## src/vme_pkg.sv

```systemverilog
// vme_pkg: shared widths, types and a helper function for the von Mises block
// no dependencies
`timescale 1ns / 1ps

package vme_pkg;

    // field widths
    localparam int DATA_W  = 32;
    localparam int DIFF_W  = DATA_W + 1;
    localparam int PROD_W  = 2 * DIFF_W;
    localparam int SQ_W    = 2 * DATA_W + 1;
    localparam int N_W     = 2 * DATA_W + 4;
    localparam int ROOT_W  = DATA_W + 2;
    localparam int REM_W   = ROOT_W + 3;
    localparam int TRACE_W = DATA_W + 2;
    localparam int NUM_ENTRIES = 9;
    localparam int IN_DATA_W   = NUM_ENTRIES * DATA_W;
    localparam int OUT_BITS    = DATA_W + TRACE_W;
    localparam int OUT_DATA_W  = ((OUT_BITS + 7) / 8) * 8;

    // one root bit per stage
    localparam int SQ_STAGES = ROOT_W;

    // divide by three through a reciprocal
    localparam int RECIP_SH = ROOT_W + 2;
    localparam int RECIP_W  = ROOT_W + 1;
    localparam longint unsigned RECIP_L = (64'd1 << RECIP_SH) / 64'd3;
    localparam logic [RECIP_W-1:0] RECIP = RECIP_W'(RECIP_L);
    localparam int DIVP_W = ROOT_W + RECIP_W;

    // queue depth
    localparam int Q_DEPTH = 4;
    localparam int Q_AW    = $clog2(Q_DEPTH);

    // tensor kinds
    typedef enum logic [1:0] {
        KIND_STRESS  = 2'd0,
        KIND_STRAIN  = 2'd1,
        KIND_GENERIC = 2'd2,
        KIND_NONE    = 2'd3
    } vme_kind_t;

    // item handed from front to back
    typedef struct packed {
        logic [N_W-1:0]            n;
        logic signed [TRACE_W-1:0] trace;
        logic                      err;
        logic                      strain;
    } vme_item_t;

    // square root stage contents
    typedef struct packed {
        logic [N_W-1:0]            n;
        logic [REM_W-1:0]          rem;
        logic [ROOT_W-1:0]         root;
        logic signed [TRACE_W-1:0] trace;
        logic                      err;
        logic                      strain;
    } vme_sq_t;

    // one restoring square root step: two radicand bits in, one root bit out
    function automatic vme_sq_t sqrt_step(vme_sq_t s);
        vme_sq_t          r;
        logic [REM_W-1:0] rem_sh;
        logic [REM_W-1:0] trial;
        r      = s;
        rem_sh = {s.rem[REM_W-3:0], s.n[N_W-1:N_W-2]};
        trial  = {1'b0, s.root, 2'b01};
        if (rem_sh >= trial)
        begin
            r.rem  = rem_sh - trial;
            r.root = {s.root[ROOT_W-2:0], 1'b1};
        end
        else
        begin
            r.rem  = rem_sh;
            r.root = {s.root[ROOT_W-2:0], 1'b0};
        end
        r.n = {s.n[N_W-3:0], 2'b00};
        return r;
    endfunction

endpackage

```

## src/vme_queue.sv

```systemverilog
// vme_queue: short queue between front and back
// depends on vme_pkg
`timescale 1ns / 1ps

module vme_queue (
    input  logic               clk,
    input  logic               rst_n,
    input  logic               push,
    input  vme_pkg::vme_item_t wr_item,
    output logic               full,
    input  logic               pop,
    output logic               empty,
    output vme_pkg::vme_item_t rd_item
);

    vme_pkg::vme_item_t            mem_reg [vme_pkg::Q_DEPTH];
    logic [vme_pkg::Q_AW-1:0]      wr_ptr_reg, rd_ptr_reg;
    logic [vme_pkg::Q_AW:0]        count_reg;

    assign full    = (count_reg == (vme_pkg::Q_AW + 1)'(vme_pkg::Q_DEPTH));
    assign empty   = (count_reg == '0);
    assign rd_item = mem_reg[rd_ptr_reg];

    // pointers and fill count
    always_ff @(posedge clk or negedge rst_n)
    begin
        if (!rst_n)
        begin
            wr_ptr_reg <= '0;
            rd_ptr_reg <= '0;
            count_reg  <= '0;
        end
        else
        begin
            if (push)
            begin
                wr_ptr_reg <= wr_ptr_reg + 1'b1;
            end
            if (pop)
            begin
                rd_ptr_reg <= rd_ptr_reg + 1'b1;
            end
            if (push && !pop)
            begin
                count_reg <= count_reg + 1'b1;
            end
            else if (pop && !push)
            begin
                count_reg <= count_reg - 1'b1;
            end
        end
    end

    // storage
    always_ff @(posedge clk)
    begin
        if (push)
        begin
            mem_reg[wr_ptr_reg] <= wr_item;
        end
    end

endmodule

```

## config.mk

```make
export PLATFORM = sky130hd
export DESIGN_NAME = vme_queue
export DESIGN_NICKNAME = d
export VERILOG_FILES = /design/src/vme_pkg.sv /design/src/vme_queue.sv
export SDC_FILE = /design/constraint.sdc
export NUM_CORES = 1
export LEC_CHECK = 0
export BUFFER_PORTS_ARGS = -buffer_cell sky130_fd_sc_hd__buf_4
export CAP_MARGIN = 10
export CORE_MARGIN = 1
export CORE_UTILIZATION = 50
export DETAILED_ROUTE_END_ITERATION = 16
export HOLD_SLACK_MARGIN = 0.08
export PLACE_DENSITY_LB_ADDON = 0.15
export SLEW_MARGIN = 20
export SYNTH_ARGS = -nofsm -noshare
export SYNTH_HDL_FRONTEND = slang
export SYNTH_SLANG_ARGS = --single-unit
export TNS_END_PERCENT = 100
```

## constraint.sdc

```tcl
create_clock -name clk -period 4 [get_ports clk]
set_input_delay 0.8 -clock clk [delete_from_list [all_inputs] [get_ports clk]]
set_output_delay 0.8 -clock clk [all_outputs]
set_load 0.01 [all_outputs]
```

# ---- Word level (Yosys, flattened, before mapping)
# Memory sizes are Yosys's and may differ from the RTL's.
# Cells that the tools add are included.
dict set report totals {
  register_bits 7
  latch_bits 0
  mem_bits_rw 416
  mem_bits_ro 0
  output_inout_bits 106
  wordCells 19
  memories 1
}
# name words word_bits rd rd_ports_with_merged_regs wr line
set mem_list {}
lappend mem_list {mem_reg 4 104 1 0 1 vme_queue.sv:16} ;# vme_pkg::vme_item_t mem_reg [vme_pkg::Q_DEPTH];
dict set report classes {
  n_addsub 4
  mul 0
  n_div 0
  order_cmp 0
  n_eq_ne 1
  n_shift 0
  muxes 4
  n_bitwise 0
  n_reduce_logical 6
}
# op count
set op_table {}
lappend op_table {{$mux 3} 2}
lappend op_table {{$add 2x1->2 const B} 2}
lappend op_table {{$add 3x1->3 const B} 1}
lappend op_table {{$eq 3x3->1 const B} 1}
lappend op_table {{$logic_not 3->1} 1}
lappend op_table {{$sub 3x1->3 const B} 1}
lappend op_table {{$logic_and 1x1->1} 2}
lappend op_table {{$logic_not 1->1} 2}
lappend op_table {{$mux 1} 2}
lappend op_table {{$reduce_bool 2->1} 1}

# ---- Depth between registers and ports, before layout
dict set report logic_depth {
  depth_word 4
  depth_mapped 7
}

# ---- Least setup slack after synthesis
# Ideal clock, no wire load.
dict set report synth_timing {
  path_kind {input to register}
  startpoint {input port push}
  endpoint {memory mem_reg[1][0] (netlist bit) (enable)}
  setup_time_ps 474
  arrival_ps 3198
  required_time_ps 3526
  path_slack_ps 328
  stages 1
  n_path_buf 0
  cell_sequence {and2_1}
}
dict set report synth_between {
  elab_chain_len 2
}
# element line
set synth_lines {}
lappend synth_lines {{start, declared} vme_queue.sv:8} ;# input logic push,
lappend synth_lines {{$mux 1} vme_queue.sv:57} ;# if (push)
lappend synth_lines {{$mux 1 (implied by the code)} vme_queue.sv:59} ;# mem_reg[wr_ptr_reg] <= wr_item;
lappend synth_lines {{end, declared} vme_queue.sv:16}
# No other way between the ends.

==> results.json <==
{
  "status": "complete, no violations",
  "grt_pass1_vias": 7592,
  "pre_cts_ws_ns": 1.18,
  "max_freq_mhz": 304,
  "gp_congestion": 0.727,
  "finalClockSkew_ns": 0.00763,
  "core_area_sq_um": 30000,
  "synthTopCellsByArea": "edfxtp_1 81%, mux4_2 15%, dfrtp_1 1.1%",
  "clock_path_buffers": 3,
  "wl_met3_um": 2090,
  "area_delta_synth_final_pct": 23.6,
  "rr_worst_depth": 4,
  "end_kind": "primary output",
  "setup_total_negative_slack_ns": 0,
  "min_path_type": "input port to flop",
  "drive_gt1_frac": 0.466,
  "p_per_area_nw_per_um2": 760,
  "grt_antenna_before_repair": 0,
  "syn-cell-area_sq_um": 15400,
  "ant_nets": 0,
  "post_cts_buffers": 0,
  "wl_met1_um": 11300,
  "setup_ws_ns": 0.706,
  "fin_crit_ns": 3.29,
  "cts_tree": "built",
  "clock_latency_ns": 0.52,
  "die_w_um": 177,
  "synth.largest_area_cell": "edfxtp_1",
  "ys_seq_elements": 423,
  "rsz0062_at_grt": "no",
  "final_nets": 939,
  "dr_wl_met2_um": 14800,
  "route.detailed.drc": 0,
  "ys_warn_count": 0,
  "grt_pass1_wl_um": 43600,
  "start_util": 0.514,
  "post_drt_via_cell_ratio": 5.46,
  "syn-num-nets": 692,
  "setup_viol": 0,
  "synth_top_family_by_area": "multiplexers",
  "cp_max_fo": 47,
  "place_area_sq_um": 17500,
  "worstHoldStart": "wr_item[76]",
  "muxShareOfSynthArea": 0.153,
  "dpl.hpwl_um": 17000,
  "drtPass1Iterations": 4,
  "synthAdderAreaFrac": 0.00537,
  "yosys.area.top_type_share": 0.812,
  "p_total_mw": 14.5,
  "yosys.area_share.simple": 0.00317,
  "avgSynthCellArea_sq_um": 26.6,
  "synth_cell_type_count": 20,
  "worstPathRequired_ns": 3.20,
  "r2r_start": "wr_ptr_reg[0]",
  "critPathLaunchType": "flop",
  "h-tree-depth": 2,
  "finalHoldViolations": 0,
  "syn_inst": 578,
  "clkSinkCount": 423,
  "top_layer": "met4",
  "synthXorXnorAreaFrac": 0.00341,
  "grt_util_all_layers": 0.187,
  "cts_root_buf": "clkbuf_16",
  "grt.overflow.total": 0,
  "tightest_slew_ns": 0.723,
  "clk_pin_slew_ns": 0.06,
  "largest_reg_flops": 416,
  "placementRows": 63,
  "wl_per_cell_um": 22.9,
  "leakagePower_nw": 6.53,
  "io_pins": 214,
  "reg2reg_setup_slack_ns": 2.02,
  "period_share": 0.823,
  "first_iter_violations": 557,
  "dieArea_sq_um": 31500,
  "vdd_drop_max_mv": 0.562,
  "vias": 6817,
  "numCtsBuffers": 43,
  "relSlewSlack": 0.518,
  "dp_cells": 1169,
  "grt_start_max_net_pins": 58,
  "fin_util": 0.635,
  "synth_compound_area_frac": 0.000325,
  "rr_endpoint": "mem_reg[2][26]",
  "yosysSeqAreaShare": 0.823,
  "slew_viol_final": 0,
  "worstHoldEndpoint": "mem_reg[3][76]",
  "design_area_sq_um": 19000,
  "hold_depth": 1,
  "die_y_um": 177,
  "cp.arrival_ns": 2.49,
  "path_class": "flop to primary output",
  "instances_no_fill": 1248,
  "totalWireLength_um": 28600,
  "drv_cap": 0,
  "port_buffers": 213,
  "antennaDiodeCount": 0,
  "hold_ws_ns": 0.473
}
[layout by cell type (no fill, tap or decap), types with 3 or more instances in the layout]
| master | instances |
|---|---|
| edfxtp_1 | 416 |
| clkinv_2 | 7 |
| and2_4 | 4 |
| buf_12 | 7 |
| clkbuf_16 | 45 |
| mux4_2 | 104 |
| clkinv_1 | 11 |
| inv_1 | 4 |
| buf_4 | 218 |
| bufinv_16 | 9 |
| xor2_1 | 4 |
| ha_1 | 5 |
| clkbuf_1 | 3 |
| dfrtp_1 | 5 |
[layer usage]
layer | up-vias | GRT usage
met4 | 0 | 0.0449
met5 | - | 0
li1 | 2993 | -
met3 | 34 | 0.0482
met2 | 201 | 0.320
met1 | 3589 | 0.239
[how the worst max path moves through the flow]
stage	startpoint	endpoint	slack (ns)	cells past startpoint
after global placement	rd_ptr_reg[0]	rd_item[9]	1.19	3
final	rd_ptr_reg[0]	rd_item[47]	0.71	3
after floorplan	push	mem_reg[1][0]	0.33	1
after CTS	rd_ptr_reg[0]	rd_item[47]	0.62	3
after detailed placement	rd_ptr_reg[0]	rd_item[47]	1.18	3
after global routing	rd_ptr_reg[0]	rd_item[54]	0.53	3
[cells by family (layout without fill, tap and decap cells)]
family | count (synthesis) | after routing
compound gates | 1 | 1
xor+xnor | 6 | 6
fa+ha+maj | 6 | 6
buf+inv | 28 | 308
flops | 423 | 423
mux | 105 | 105
simple gates | 9 | 9
[cell usage after synthesis]
master	n
and2_1	4
buf_12	1
buf_2	13
buf_4	1
buf_6	5
clkbuf_1	4
dfrtp_1	7
edfxtp_1	416
fa_1	1
ha_1	5
inv_1	4
mux2_2	1
mux4_2	104
nand2_1	2
nor2_1	1
nor3_1	1
nor3b_1	1
o21ai_0	1
xnor2_1	2
xor2_1	4
[worst max-delay path: stages (launching register included)]
cell,delay [ns]
dfrtp_4,0.75
buf_12,0.42
mux4_2,0.59
buf_4,0.17
[power breakdown]
group | total (mW) | leakage [nW] | internal (mW) | switching [mW]
Sequential | 6.15 | 3.90 | 5.80 | 0.349
Combinational | 4.11 | 1.90 | 2.14 | 1.97
Clock | 4.21 | 0.738 | 2.62 | 1.58
Total | 14.5 | 6.53 | 10.6 | 3.90
[layout make-up]
class                   count  area, sq um
clock buffers              48         1140
clock inverters            30          372
fillers                  2021        10900
inverters                   4         15.0
multi-input cells         127         2550
flip-flops and latches    423        12700
well taps                 390          488
repair buffers            226         1790
[repair_timing]
action / CTS / global route
hold buffers: 1 / 0
endpoints found under the hold margin: 7 / 0
resized for setup: 0 / 0
No activity file was read; power rests on OpenSTA's default activity.
